## config.mk

```make
export PLATFORM = sky130hd
export DESIGN_NAME = srp_step
export DESIGN_NICKNAME = d
export VERILOG_FILES = /design/src/hw/rtl/assert_macros.svh /design/src/hw/rtl/srp_pkg.sv /design/src/hw/rtl/srp_step.sv
export SDC_FILE = /design/constraint.sdc
export NUM_CORES = 2
export LEC_CHECK = 0
export BUFFER_PORTS_ARGS = -buffer_cell sky130_fd_sc_hd__buf_2
export CAP_MARGIN = 20
export CELL_PAD_IN_SITES_DETAIL_PLACEMENT = 0
export CELL_PAD_IN_SITES_GLOBAL_PLACEMENT = 2
export CORE_MARGIN = 4
export CORE_UTILIZATION = 35
export DETAILED_ROUTE_END_ITERATION = 8
export PLACE_DENSITY = 0.84
export SKIP_LAST_GASP = 1
export SYNTH_ARGS = -nofsm -noshare
export SYNTH_HDL_FRONTEND = slang
export SYNTH_SLANG_ARGS = --single-unit
```

## constraint.sdc

```tcl
create_clock -name vclk -period 14.7
set_input_delay 2.94 -clock vclk [all_inputs]
set_output_delay 2.94 -clock vclk [all_outputs]
set_load 0.02 [all_outputs]
```

## src/hw/rtl/assert_macros.svh

```systemverilog
// -----------------------------------------------------------------------------
// Assertion macros
// Shared concurrent assertion forms, clocked on clk and disabled in reset.
// -----------------------------------------------------------------------------
`ifndef ASSERT_MACROS_SVH
`define ASSERT_MACROS_SVH

// Property holds at every clock edge outside reset.
`define ASSERT_ALWAYS(label, prop, msg) \
	label: assert property (@(posedge clk) disable iff (!arst_n) (prop)) else $error(msg);

// Antecedent in one cycle implies the consequent in the next.
`define ASSERT_NEXT(label, ante, cons, msg) \
	label: assert property (@(posedge clk) disable iff (!arst_n) (ante) |=> (cons)) \
		else $error(msg);

`endif

```

## src/hw/rtl/srp_pkg.sv

```systemverilog
// -----------------------------------------------------------------------------
// srp_pkg
// Types, constants and fixed-point helpers shared by the run-probability block.
// -----------------------------------------------------------------------------
package srp_pkg;

	localparam int          PROB_W      = 17;
	localparam int          COUNT_W     = 32;
	localparam int          STREAK_W    = 10;
	localparam int          PADDR_W     = 3;
	localparam int          PDATA_W     = 32;

	localparam logic [PROB_W-1:0]  Q_ONE       = 17'd65536;
	localparam logic [COUNT_W-1:0] COUNT_MAX   = 32'hFFFF_FFFF;
	localparam logic [STREAK_W-1:0] STREAK_RST = 10'd1;
	localparam logic [PROB_W-1:0]  WIN_P_RST   = 17'd64881;

	// Register index, taken from paddr[2].
	localparam logic REG_STREAK = 1'b0;
	localparam logic REG_WIN_P  = 1'b1;

	// Configuration as the datapath sees it, already clamped to legal range.
	typedef struct packed {
		logic [STREAK_W-1:0] streak;
		logic [PROB_W-1:0]   prob;
	} cfg_t;

	// Sequence state carried from one word to the next.
	typedef struct packed {
		logic [PROB_W-1:0]  last;
		logic [PROB_W-1:0]  pacc;
		logic [PROB_W-1:0]  coeff;
		logic [COUNT_W-1:0] trial;
		logic               held;
	} seq_state_t;

	localparam seq_state_t SEQ_START = '{
		last:  '0,
		pacc:  Q_ONE,
		coeff: '0,
		trial: '0,
		held:  1'b0
	};

	// Q1.16 product, truncated. Operands never exceed one, so 17 bits hold it.
	function automatic logic [PROB_W-1:0] qmul(input logic [PROB_W-1:0] a,
			input logic [PROB_W-1:0] b);
		logic [2*PROB_W-1:0] prod;
		prod = {{PROB_W{1'b0}}, a} * {{PROB_W{1'b0}}, b};
		return prod[PROB_W+15:16];
	endfunction

endpackage

```

## src/hw/rtl/srp_step.sv

```systemverilog
// -----------------------------------------------------------------------------
// srp_step
// One trial of the recursion: next result and next sequence state.
// -----------------------------------------------------------------------------
module srp_step
	import srp_pkg::*;
(
	input  logic               restart,
	input  seq_state_t         state,
	input  cfg_t               cfg,
	input  logic [PROB_W-1:0]  back,
	output seq_state_t         state_nxt,
	output logic [PROB_W-1:0]  prob,
	output logic [COUNT_W-1:0] trial,
	output logic               ring_we
);

	seq_state_t         st;
	logic [PROB_W-1:0]  incr;
	logic [PROB_W:0]    sum;
	logic [COUNT_W-1:0] k_ext;

	always_comb begin
		st        = restart ? SEQ_START : state;
		state_nxt = st;
		k_ext     = COUNT_W'(cfg.streak);
		incr      = qmul(st.coeff, Q_ONE - back);
		sum       = {1'b0, st.last} + {1'b0, incr};
		prob      = '0;
		trial     = st.trial;
		ring_we   = 1'b0;
		if (st.held) begin
			// Count has saturated: repeat the last result, touch nothing.
			prob = st.last;
		end else begin
			ring_we = 1'b1;
			if (st.trial < k_ext) begin
				prob           = '0;
				state_nxt.pacc = qmul(st.pacc, cfg.prob);
			end else if (st.trial == k_ext) begin
				prob            = st.pacc;
				state_nxt.coeff = qmul(st.pacc, Q_ONE - cfg.prob);
			end else begin
				prob = (sum > {1'b0, Q_ONE}) ? Q_ONE : sum[PROB_W-1:0];
			end
			state_nxt.last = prob;
			if (st.trial == COUNT_MAX)
				state_nxt.held = 1'b1;
			else
				state_nxt.trial = st.trial + COUNT_W'(1);
		end
	end

endmodule
```

## Word level (Yosys, flattened, before mapping)

Cells that the tools add are included.
W data, S select, Z words.

- Register bits: 0
- Bits of input ports: 129
- Word-level logic and storage cells: 23

- Add/sub/neg operators: 4
- Multiply operators: 3
- $lt $le $gt $ge: 2
- Equality and inequality tests: 2
- Muxes and demuxes: 12

Operator list:

| cell | count |
|---|---|
| $mux W84 | 2 |
| $mux W17 | 7 |
| $mul A17 B17 Y33 | 3 |
| $sub A17 B17 Y17 const A | 2 |
| $add A32 B1 Y32 const B | 1 |
| $eq A32 B10 Y1 | 1 |
| $eq A32 B32 Y1 const B | 1 |
| $lt A32 B10 Y1 | 1 |
| $mux W32 | 1 |
| $add A17 B17 Y18 | 1 |
| $gt A18 B17 Y1 const B | 1 |
| $mux W1 | 2 |

## Depth between registers and ports, before layout

- Depth after elaboration: 8
- Mapped depth: 41
- Mapped depth without buffers: 39

## Worst setup path before layout

OpenSTA, ideal clock, no wires.

- Path kind: in2out
- From: input back[3]
- To: output state_nxt[70] (netlist bit)
- Data arrival time: 12.296 ns
- Setup slack: -0.536 ns
- Stages on the path: 35
- Cells stage by stage: or4_1 > or3_4 > nor2b_2 > nand2_1 > or3_1 > xor2_1 > nand2_1 > fa_1 > fa_1 > inv_1 > fa_1 > fa_1 > fa_1 > inv_1 > fa_1 > inv_1 > ha_1 > o21a_1 > o21ai_0 > a31oi_1 > o21a_1 > o21ai_0 > o21ai_0 > a21oi_1 > xnor2_1 > ha_1 > or3_1 > o221a_2 > o221ai_1 > nand2_1 > xnor2_1 > o41ai_4 > nand2_2 > o21ai_0 > buf_4

RTL lines:

| what | RTL line | text |
|---|---|---|
| from (decl) | srp_step.sv:11 | `input logic [PROB_W-1:0] back,` |
| to (decl) | srp_step.sv:12 | `output seq_state_t state_nxt,` |

==> metrics.cfg <==
[logic_synthesis]
synth_nets=4792
synth_cells=3663
synth_area_sq_mm=0.0302
ys_seq_area_share_pct=0
synth_cell_types=75
ys_warn_count=0
post_synth.cell_area_avg_sq_um=8.23

[placement]
hpwl_microns=84500
placedCellCount=5138
gp_congestion=0.937
port_buffers=263

[global_route]
grt_util_all_layers_pct=22.1
grt_max_degree=50
grt_pass1_vias=26990
antenna_found_initial=9
grt_pass1_wl_microns=156000
overflow=0

[floorplanning]
core_sq_mm=0.0853
initial_utilization_pct=35.4
std_cell_rows=107
die_w_microns=302
die_h_microns=302
dieArea_sq_mm=0.0909
io_pins=263

[route]
wl_per_cell_microns=19.1
initialDrtViolationCount=1522
drcViolationCount=0
viasPerCell=4.90
wl_microns=98800
antenna_left=0
drtPass1Iterations=5
via_count=25329

[pwr]
peakVddDrop_mv=0.331
powerDensity_mw_per_mm2=182
p_leak_nw=18.0

[cts]
hold_buffers=0

[critical_path]
end_kind=output port
crit_slowest_cell=or4_4
crit_type=primary input to output port
cp-start-kind=primary input
crit_required_ns=11.76
crit_fanout=4
crit_arrival_ns=11.97
critPathMostFrequentCell=fa_1
crit_path_max_incr_delay_ns=0.53

[timing]
finalMaxSlewViolations=0
max-slew-margin-rel_pct=15.0
finalWorstSetupSlack_ns=-0.214
fmaxAchievable_mhz=67.1
final_hold_viol_count=0
whs_ns=6.28
setup_viol=34
finalCriticalPeriod_ns=14.91
finalCritPeriodShare_pct=101
tightest_slew_ns=1.24
rsz0062_at_grt=true

[final_layout]
clkbuf_count=0
finalNetCount=5151
regArea_sq_um=0
fillCellCount=8815
utilization_pct=41.5
multi_input_area_sq_mm=0.0273
design.seq.count=0
syn_to_final_growth_pct=17.2
layout-drive-gt1-share_pct=16.9
final_cells=5170

[outcome]
violations=setup timing
status=finished with violations

[min_path]
hp-class=primary input to output port

[job]
cap_violations=0

## cell usage after synthesis, types with 8 or more instances
library cell / instances / area (sq um)
xor2_1: 55 / 482
buf_4: 17 / 128
ha_1: 336 / 4200
nor3_1: 22 / 110
nand2b_1: 52 / 325
o21ai_0: 51 / 255
xnor2_1: 89 / 780
nand2_1: 627 / 2350
o21ai_1: 10 / 50.1
nor4_1: 11 / 68.8
and2_1: 119 / 744
clkbuf_1: 156 / 586
or3_1: 14 / 87.6
nand3_1: 40 / 200
a22oi_1: 18 / 135
a211oi_1: 8 / 60.1
fa_1: 664 / 13300
a21oi_1: 63 / 315
a31oi_1: 11 / 68.8
nor2b_1: 90 / 563
a21o_1: 29 / 218
nor2_1: 230 / 863
o21a_1: 18 / 135
and3_1: 18 / 113
inv_1: 801 / 3010
nand4_1: 16 / 100
## metrics by stage
stage	worst slack [ns]	setup TNS, ns	area (sq um)	total power, mW
6_report	-0.214	-5.88	35400	6.42
5_1_grt	-0.570	-16.99	35400	7.08
4_1_cts	-0.240	-5.27	34900	6.05
3_5_place_dp	-0.631	-17.43	34400	5.69
3_3_place_gp	-0.517	-14.86	34400	5.70
2_1_floorplan	0.00260	0	30500	3.63
## cells in the final DEF, fill, tap and decap left out, types with 11 or more instances in the layout
cell type / instances
a21oi_1: 53
nand3_1: 35
buf_2: 226
o21ai_0: 38
and3_1: 18
nand2b_1: 50
fa_1: 662
o21a_1: 18
inv_1: 798
or3_1: 11
a22oi_1: 18
buf_6: 38
nand2_1: 616
xnor2_1: 84
nor3_1: 21
nor2_1: 225
xor2_1: 48
and2_1: 118
nand4_1: 16
buf_4: 266
nor2b_1: 71
ha_1: 327
nor2b_2: 11
a21oi_2: 11
o21ai_4: 12
a21o_1: 29
## area by class of cell
class / count / area share (%)
well taps: 1144 / 4.05
multi-input cells: 2684 / 77.1
repair buffers: 535 / 10.3
inverters: 801 / 8.50
diodes: 6 / 0.0425
## timing repair
item,4_1_cts,5_1_grt
setup endpoints to repair,34,34
pin swaps,35,31
setup buffers,12,16
resized for setup,107,62
## cells by family (layout without fill, tap and decap cells)
group / count (synthesis) / count (layout) / share of synthesized area [%]
buf+inv: 979 / 1336 / 12.4
xor+xnor: 147 / 147 / 4.34
other cells: 0 / 6 / 0
fa+ha+maj: 1000 / 1000 / 58.0
compound gates: 265 / 265 / 5.86
simple gates: 1269 / 1269 / 19.3
mux: 3 / 3 / 0.108
## routing by layer
layer / wire length (microns) / track usage, %
met2: 47500 / 37.5
met4: 3010 / 5.81
met5: 26 / 0
met1: 43500 / 30.3
met3: 4860 / 2.17
## critical path, delay by kind of cell
family	cells	cell delay [ns]
compound gates	12	1.89
xor+xnor	2	0.32
fa+ha+maj	8	3.32
buf+inv	10	1.15
simple gates	9	2.32
## worst paths after layout
kind,startpoint,end,slack [ns],depth (start not counted)
hold / removal,state[9],state_nxt[10],6.28,4
setup / recovery,back[3],state_nxt[75],-0.21,41
## power by group
part,switching (mW),internal [mW]
Clock,0,0.0000000421
Combinational,3.55,2.87
Sequential,0,0
Total,3.55,2.87
(Power assumes the default switching activity.)
