$ cat src/hw/rtl/assert_macros.svh
// -----------------------------------------------------------------------------
// Assertion macros
// Shared concurrent assertion forms, clocked on clk and disabled in reset.
// -----------------------------------------------------------------------------
`ifndef ASSERT_MACROS_SVH
`define ASSERT_MACROS_SVH

// Property holds at every clock edge outside reset.
`define ASSERT_ALWAYS(label, prop, msg) \
	label: assert property (@(posedge clk) disable iff (!arst_n) (prop)) else $error(msg);

// Antecedent in one cycle implies the consequent in the next.
`define ASSERT_NEXT(label, ante, cons, msg) \
	label: assert property (@(posedge clk) disable iff (!arst_n) (ante) |=> (cons)) \
		else $error(msg);

`endif

$ cat src/hw/rtl/srp_pkg.sv
// -----------------------------------------------------------------------------
// srp_pkg
// Types, constants and fixed-point helpers shared by the run-probability block.
// -----------------------------------------------------------------------------
package srp_pkg;

	localparam int          PROB_W      = 17;
	localparam int          COUNT_W     = 32;
	localparam int          STREAK_W    = 10;
	localparam int          PADDR_W     = 3;
	localparam int          PDATA_W     = 32;

	localparam logic [PROB_W-1:0]  Q_ONE       = 17'd65536;
	localparam logic [COUNT_W-1:0] COUNT_MAX   = 32'hFFFF_FFFF;
	localparam logic [STREAK_W-1:0] STREAK_RST = 10'd1;
	localparam logic [PROB_W-1:0]  WIN_P_RST   = 17'd64881;

	// Register index, taken from paddr[2].
	localparam logic REG_STREAK = 1'b0;
	localparam logic REG_WIN_P  = 1'b1;

	// Configuration as the datapath sees it, already clamped to legal range.
	typedef struct packed {
		logic [STREAK_W-1:0] streak;
		logic [PROB_W-1:0]   prob;
	} cfg_t;

	// Sequence state carried from one word to the next.
	typedef struct packed {
		logic [PROB_W-1:0]  last;
		logic [PROB_W-1:0]  pacc;
		logic [PROB_W-1:0]  coeff;
		logic [COUNT_W-1:0] trial;
		logic               held;
	} seq_state_t;

	localparam seq_state_t SEQ_START = '{
		last:  '0,
		pacc:  Q_ONE,
		coeff: '0,
		trial: '0,
		held:  1'b0
	};

	// Q1.16 product, truncated. Operands never exceed one, so 17 bits hold it.
	function automatic logic [PROB_W-1:0] qmul(input logic [PROB_W-1:0] a,
			input logic [PROB_W-1:0] b);
		logic [2*PROB_W-1:0] prod;
		prod = {{PROB_W{1'b0}}, a} * {{PROB_W{1'b0}}, b};
		return prod[PROB_W+15:16];
	endfunction

endpackage

$ cat src/hw/rtl/srp_cfg.sv
// -----------------------------------------------------------------------------
// srp_cfg
// APB register file for run length and win probability, with range clamping.
// -----------------------------------------------------------------------------
module srp_cfg
	import srp_pkg::*;
#(
	parameter int HISTORY_DEPTH = 1024
) (
	input  logic               clk,
	input  logic               arst_n,
	input  logic               psel,
	input  logic               penable,
	input  logic               pwrite,
	input  logic [PADDR_W-1:0] paddr,
	input  logic [PDATA_W-1:0] pwdata,
	output logic [PDATA_W-1:0] prdata,
	output cfg_t               cfg
);

	localparam int KMAX = (HISTORY_DEPTH - 1 < 1023) ? HISTORY_DEPTH - 1 : 1023;
	localparam logic [STREAK_W-1:0] KMAX_V = STREAK_W'(KMAX);

	logic [STREAK_W-1:0] streak_q;
	logic [PROB_W-1:0]   win_p_q;
	logic                wr_en;

	assign wr_en = psel && penable && pwrite;

	always_ff @(posedge clk or negedge arst_n) begin
		if (!arst_n) begin
			streak_q <= STREAK_RST;
			win_p_q  <= WIN_P_RST;
		end else if (wr_en) begin
			unique case (paddr[2])
				REG_STREAK: streak_q <= pwdata[STREAK_W-1:0];
				REG_WIN_P:  win_p_q  <= pwdata[PROB_W-1:0];
				default:    ;
			endcase
		end
	end

	always_comb begin
		unique case (paddr[2])
			REG_STREAK: prdata = PDATA_W'(streak_q);
			REG_WIN_P:  prdata = PDATA_W'(win_p_q);
			default:    prdata = '0;
		endcase
	end

	// A zero run length acts as one; lengths beyond KMAX (ring depth less one, at most 1023) act as KMAX.
	always_comb begin
		if (streak_q == '0)
			cfg.streak = STREAK_W'(1);
		else if (streak_q > KMAX_V)
			cfg.streak = KMAX_V;
		else
			cfg.streak = streak_q;
		cfg.prob = (win_p_q > Q_ONE) ? Q_ONE : win_p_q;
	end

endmodule

$ cat config.mk
export PLATFORM = sky130hd
export DESIGN_NAME = srp_cfg
export DESIGN_NICKNAME = d
export VERILOG_FILES = /design/src/hw/rtl/assert_macros.svh /design/src/hw/rtl/srp_pkg.sv /design/src/hw/rtl/srp_cfg.sv
export SDC_FILE = /design/constraint.sdc
export NUM_CORES = 1
export LEC_CHECK = 0
export BUFFER_PORTS_ARGS = -buffer_cell sky130_fd_sc_hd__buf_2
export CORE_ASPECT_RATIO = 0.9
export CORE_MARGIN = 1
export CORE_UTILIZATION = 35
export DETAILED_ROUTE_END_ITERATION = 16
export GPL_TIMING_DRIVEN = 1
export PLACE_DENSITY = 0.67
export RECOVER_POWER = 25
export SETUP_SLACK_MARGIN = 0.5
export SYNTH_ARGS = -nofsm -noshare
export SYNTH_HDL_FRONTEND = slang
export SYNTH_SLANG_ARGS = --single-unit
export TNS_END_PERCENT = 20
$ cat constraint.sdc
create_clock -name clk -period 3.25 [get_ports clk]
set_input_delay 0.975 -clock clk [delete_from_list [all_inputs] [get_ports clk]]
set_output_delay 0.975 -clock clk [all_outputs]
set_load 0.01 [all_outputs]
# Yosys cells after proc, flatten, opt, wreduce, memory -nomap -nowiden
# Cells that the tools add are included.
# word_totals
reg_bits	27
latch_bits	0
ramBits	0
rom_bits	0
output_inout_bits	59
wordCells	14
n_memories	0
# classes
n_addsub	0
multipliers	0
div_mod_pow	0
magnitude_cmp	2
eq_ne	0
n_shift	0
n_mux	4
bitwise	1
reduce_logical	5
# op_table
operator	count
$pmux W32 S2	1
$mux W10	2
$gt A17 B17 Y1 const B	1
$mux W17	1
$gt A10 B10 Y1 const B	1
$logic_not A10 Y1	1
$reduce_and A2 Y1	2
$logic_and A1 B1 Y1	2
$not A1 Y1	1

# Logic depth before layout (Yosys ltp)
# logic_depth
word_depth	3
depth_mapped	4

# Worst setup path before layout
# Ideal clock, no wire load.
# synth_timing
path_type	input port to output port
start	input port paddr[2]
end	output port prdata[1]
arrival_ps	1623
setup_slack_ps	652
cell_stages	3
path_buffers	2
cell_sequence	buf_6 buf_2 mux2_2
# synth_between
elab_chain_len	2
# synth_rtl
item	line	source
start: declaration	srp_cfg.sv:15	input logic [PADDR_W-1:0] paddr,
$not A1 Y1 (no line)	-	
$pmux W32 S2 (*)	srp_cfg.sv:44	unique case (paddr[2])
end: declaration	srp_cfg.sv:17	output logic [PDATA_W-1:0] prdata,
# Every way passes the cells marked *; elsewhere a longest branch is shown, timed or not. The select of a mux whose other input is x is not followed.

# Worst setup path in the final report
# layout_timing
start	input port paddr[2]
end	output port prdata[6]
# The elaborated chain is that of the path after synthesis.

==> run_results.csv <==
group,metric,value,unit
outcome,status,"finished clean",
sta,hold_viol,0,
drt,drtAntennaViolNets,0,
critical_path,critPathKind,"in2out",
worst_hold_path,min_path_type,"reg2reg",
drt,routedWlPerCell,14.0,um
clocking,clock_latency,0.27,ns
power_and_ir_drop,p_switching,412,uW
yosys,ys_warn_count,0,
global_route,grt_pass1_vias,933,
cells_and_area,fin_area,2040,um2
cells_and_area,multi_input_comb_area,888,um2
floorplanning,die-area,5010,um2
drt,first_pass_iters,4,
sta,fmax,0.373,GHz
sta,setup_violations,0,
cells_and_area,final_util,45.5,%
power_and_ir_drop,pwr-share-seq,45.7,%
clocking,clk_pin_slew,0.09,ns
clocking,htreeDepth,1,
global_route,grt_pass1_wl,5060,um
sta,setup_tns,0,ns
cells_and_area,drive_gt1_share,68.3,%
yosys,ys_ff_latch,27,
sta,maxSlewViolCount,0,
power_and_ir_drop,switching_share,34.6,%
critical_path,crit_start,"paddr[2]",
critical_path,crit_arrival,1.71,ns
critical_path,cp_data_required_time,2.27,ns
cells_and_area,seq_area,691,um2
global_route,grt_overflow,0,
yosys,synth-seq-area-share,41.7,%
clocking,cts_tree,"yes",
cells_and_area,nFillCells,428,
floorplanning,coreArea,4490,um2
cells_and_area,nNetsFinal,227,
drt,vias_per_cell,4.38,
clocking,cts_buffers,3,
floorplanning,rows,23,
power_and_ir_drop,p_int,778,uW
sta,clock_skew,0,ns
power_and_ir_drop,clkPwrFrac,16.3,%
critical_path,start_kind,"primary input",
floorplanning,die_h,67.3,um
drt,drt-initial-drc-count,27,
worst_hold_path,whs_path_depth,1,
placed_design,dp_hpwl,2470,um
power_and_ir_drop,p_total,1190,uW
critical_path,critPathMaxFanout,19,
global_route,grt_max_degree,28,
sta,period_needed,2.68,ns
yosys,ys_types,21,
clocking,cts_sinks,27,
drt,routed_wl,3480,um
critical_path,r2r-start,"win_p_q[16]",
power_and_ir_drop,peakVddDrop,0.000354,V
cells_and_area,area_delta_synth_final,23.4,%
yosys,synth_area,1660,um2
placed_design,portBuffers,66,
global_route,track_usage,13.8,%
worst_hold_path,min-delay-start,"streak_q[2]",
clocking,ctsHoldBuffers,0,
power_and_ir_drop,power.share.combinational,38.0,%
placed_design,place_area,1930,um2
critical_path,endpoint_kind,"output port",
power_and_ir_drop,p_leak,0.00102,uW
placed_design,place.gp.congestion,0.673,
power_and_ir_drop,p_per_area,582,nW/um2
sta,worstMarginPinSlew,1.45,ns
sta,rsz0062_at_grt,"no",
sta,min_period_over_period,82.6,%
yosys,syn_inst,129,
clocking,max-clock-path-buffers,2,
critical_path,reg2regPathDepth,1,
global_route,antenna_found_initial,0,
floorplanning,initial_utilization,36.9,%
floorplanning,num_io_pins,99,
flow_run,cap_violations,0,
floorplanning,die_w,74.5,um
drt,drc,0,
cells_and_area,n_antenna_cell,0,
clocking,cts_root_buffer,"clkbuf_8",
drt,dr_total_vias,1086,
yosys,syn_area_per_cell,12.8,um2
sta,slew_headroom,3.30,%
==> cell usage after synthesis (all sizes together) <==
master | number | area (um2)
buf | 19 | 151
and2 | 7 | 43.8
nor3 | 1 | 5.00
inv | 1 | 3.75
a31o | 1 | 8.76
mux2 | 37 | 492
dfstp | 12 | 315
conb | 1 | 3.75
nand4b | 1 | 8.76
nand4 | 1 | 21.3
dfrtp | 15 | 375
nor2 | 1 | 3.75
nor4 | 5 | 56.3
nor2b | 16 | 103
a41oi | 1 | 27.5
clkbuf | 10 | 37.5
==> registers in the layout, indices dropped and copies added, names as in the netlist <==
name	cells
win_p_q	17
streak_q	10
==> layer usage <==
| metal | global-route usage [%] | vias up | wire, um |
|---|---|---|---|
| li1 | - | 519 | - |
| met1 | 20.9 | 512 | 1750 |
| met2 | 19.4 | 55 | 1530 |
| met3 | 3.58 | 0 | 203 |
| met4 | 2.83 | 0 | 0 |
| met5 | 0 | - | 0 |
==> power groups by stage <==
stage,combinational [uW],sequential (uW),clock (uW)
3_3_place_gp,427,530,0
5_1_grt,492,559,212
4_1_cts,435,527,199
6_report,452,543,194
3_5_place_dp,433,533,0
2_1_floorplan,316,500,0
==> path summary, 6_finish.rpt <==
| kind | slack [ns] | end |
|---|---|---|
| max | 0.57 | prdata[6] |
| min in group asynchronous | 1.02 | win_p_q[9] |
| max reg2reg | 2.34 | win_p_q[16] |
| max in group asynchronous | 1.38 | streak_q[3] |
| min reg2reg | 0.58 | streak_q[2] |
| min | 0.58 | streak_q[2] |
==> critical path, stage by stage <==
cell	delay, ns
buf_4	0.23
mux2_2	0.37
buf_2	0.14
==> metrics by stage <==
| step | hold WS, ns | std cells | setup slack [ns] |
|---|---|---|---|
| floorplan | 0.521 | 143 | 0.652 |
| global placement | 0.550 | 242 | 0.404 |
| detailed placement | 0.556 | 242 | 0.411 |
| CTS | 0.578 | 246 | 0.490 |
| global route | 0.607 | 248 | 0.488 |
| finish | 0.580 | 248 | 0.566 |
==> layout make-up <==
cell class / count / share of cell area [%]
flip-flops and latches: 27 / 33.8
inverters: 1 / 0.184
repair buffers: 67 / 16.6
well taps: 62 / 3.79
clock buffers: 4 / 2.20
multi-input cells: 87 / 43.5
==> timing repair <==
item                                    4_1_cts  5_1_grt
resized for setup                             1        5
hold endpoints to repair                      0        0
buffers inserted                              0        1
endpoints found under the setup margin       11       10
pin swaps                                     0        3
gates cloned                                  0        1
==> placed cells by master (no fill, tap or decap), drive strengths merged, types with 2 or more instances in the layout <==
| cell type | instances |
|---|---|
| a41oi | 2 |
| and2 | 7 |
| buf | 66 |
| clkbuf | 5 |
| conb | 15 |
| dfrtp | 15 |
| dfstp | 12 |
| mux2 | 37 |
| nor2b | 16 |
| nor4 | 5 |
==> cell families (layout without fill, tap and decap cells) <==
family                 after synthesis  after routing  synth area share, %
flip-flops                          27             27                 41.7
multiplexers                        37             37                 29.7
buffers and inverters               30             72                 11.6
other                                1             15                0.226
AO/OA/AOI/OAI                        2              3                 2.19
AND/OR/NAND/NOR                     32             32                 14.6
Note: power is estimated with default switching activity, not from simulation.
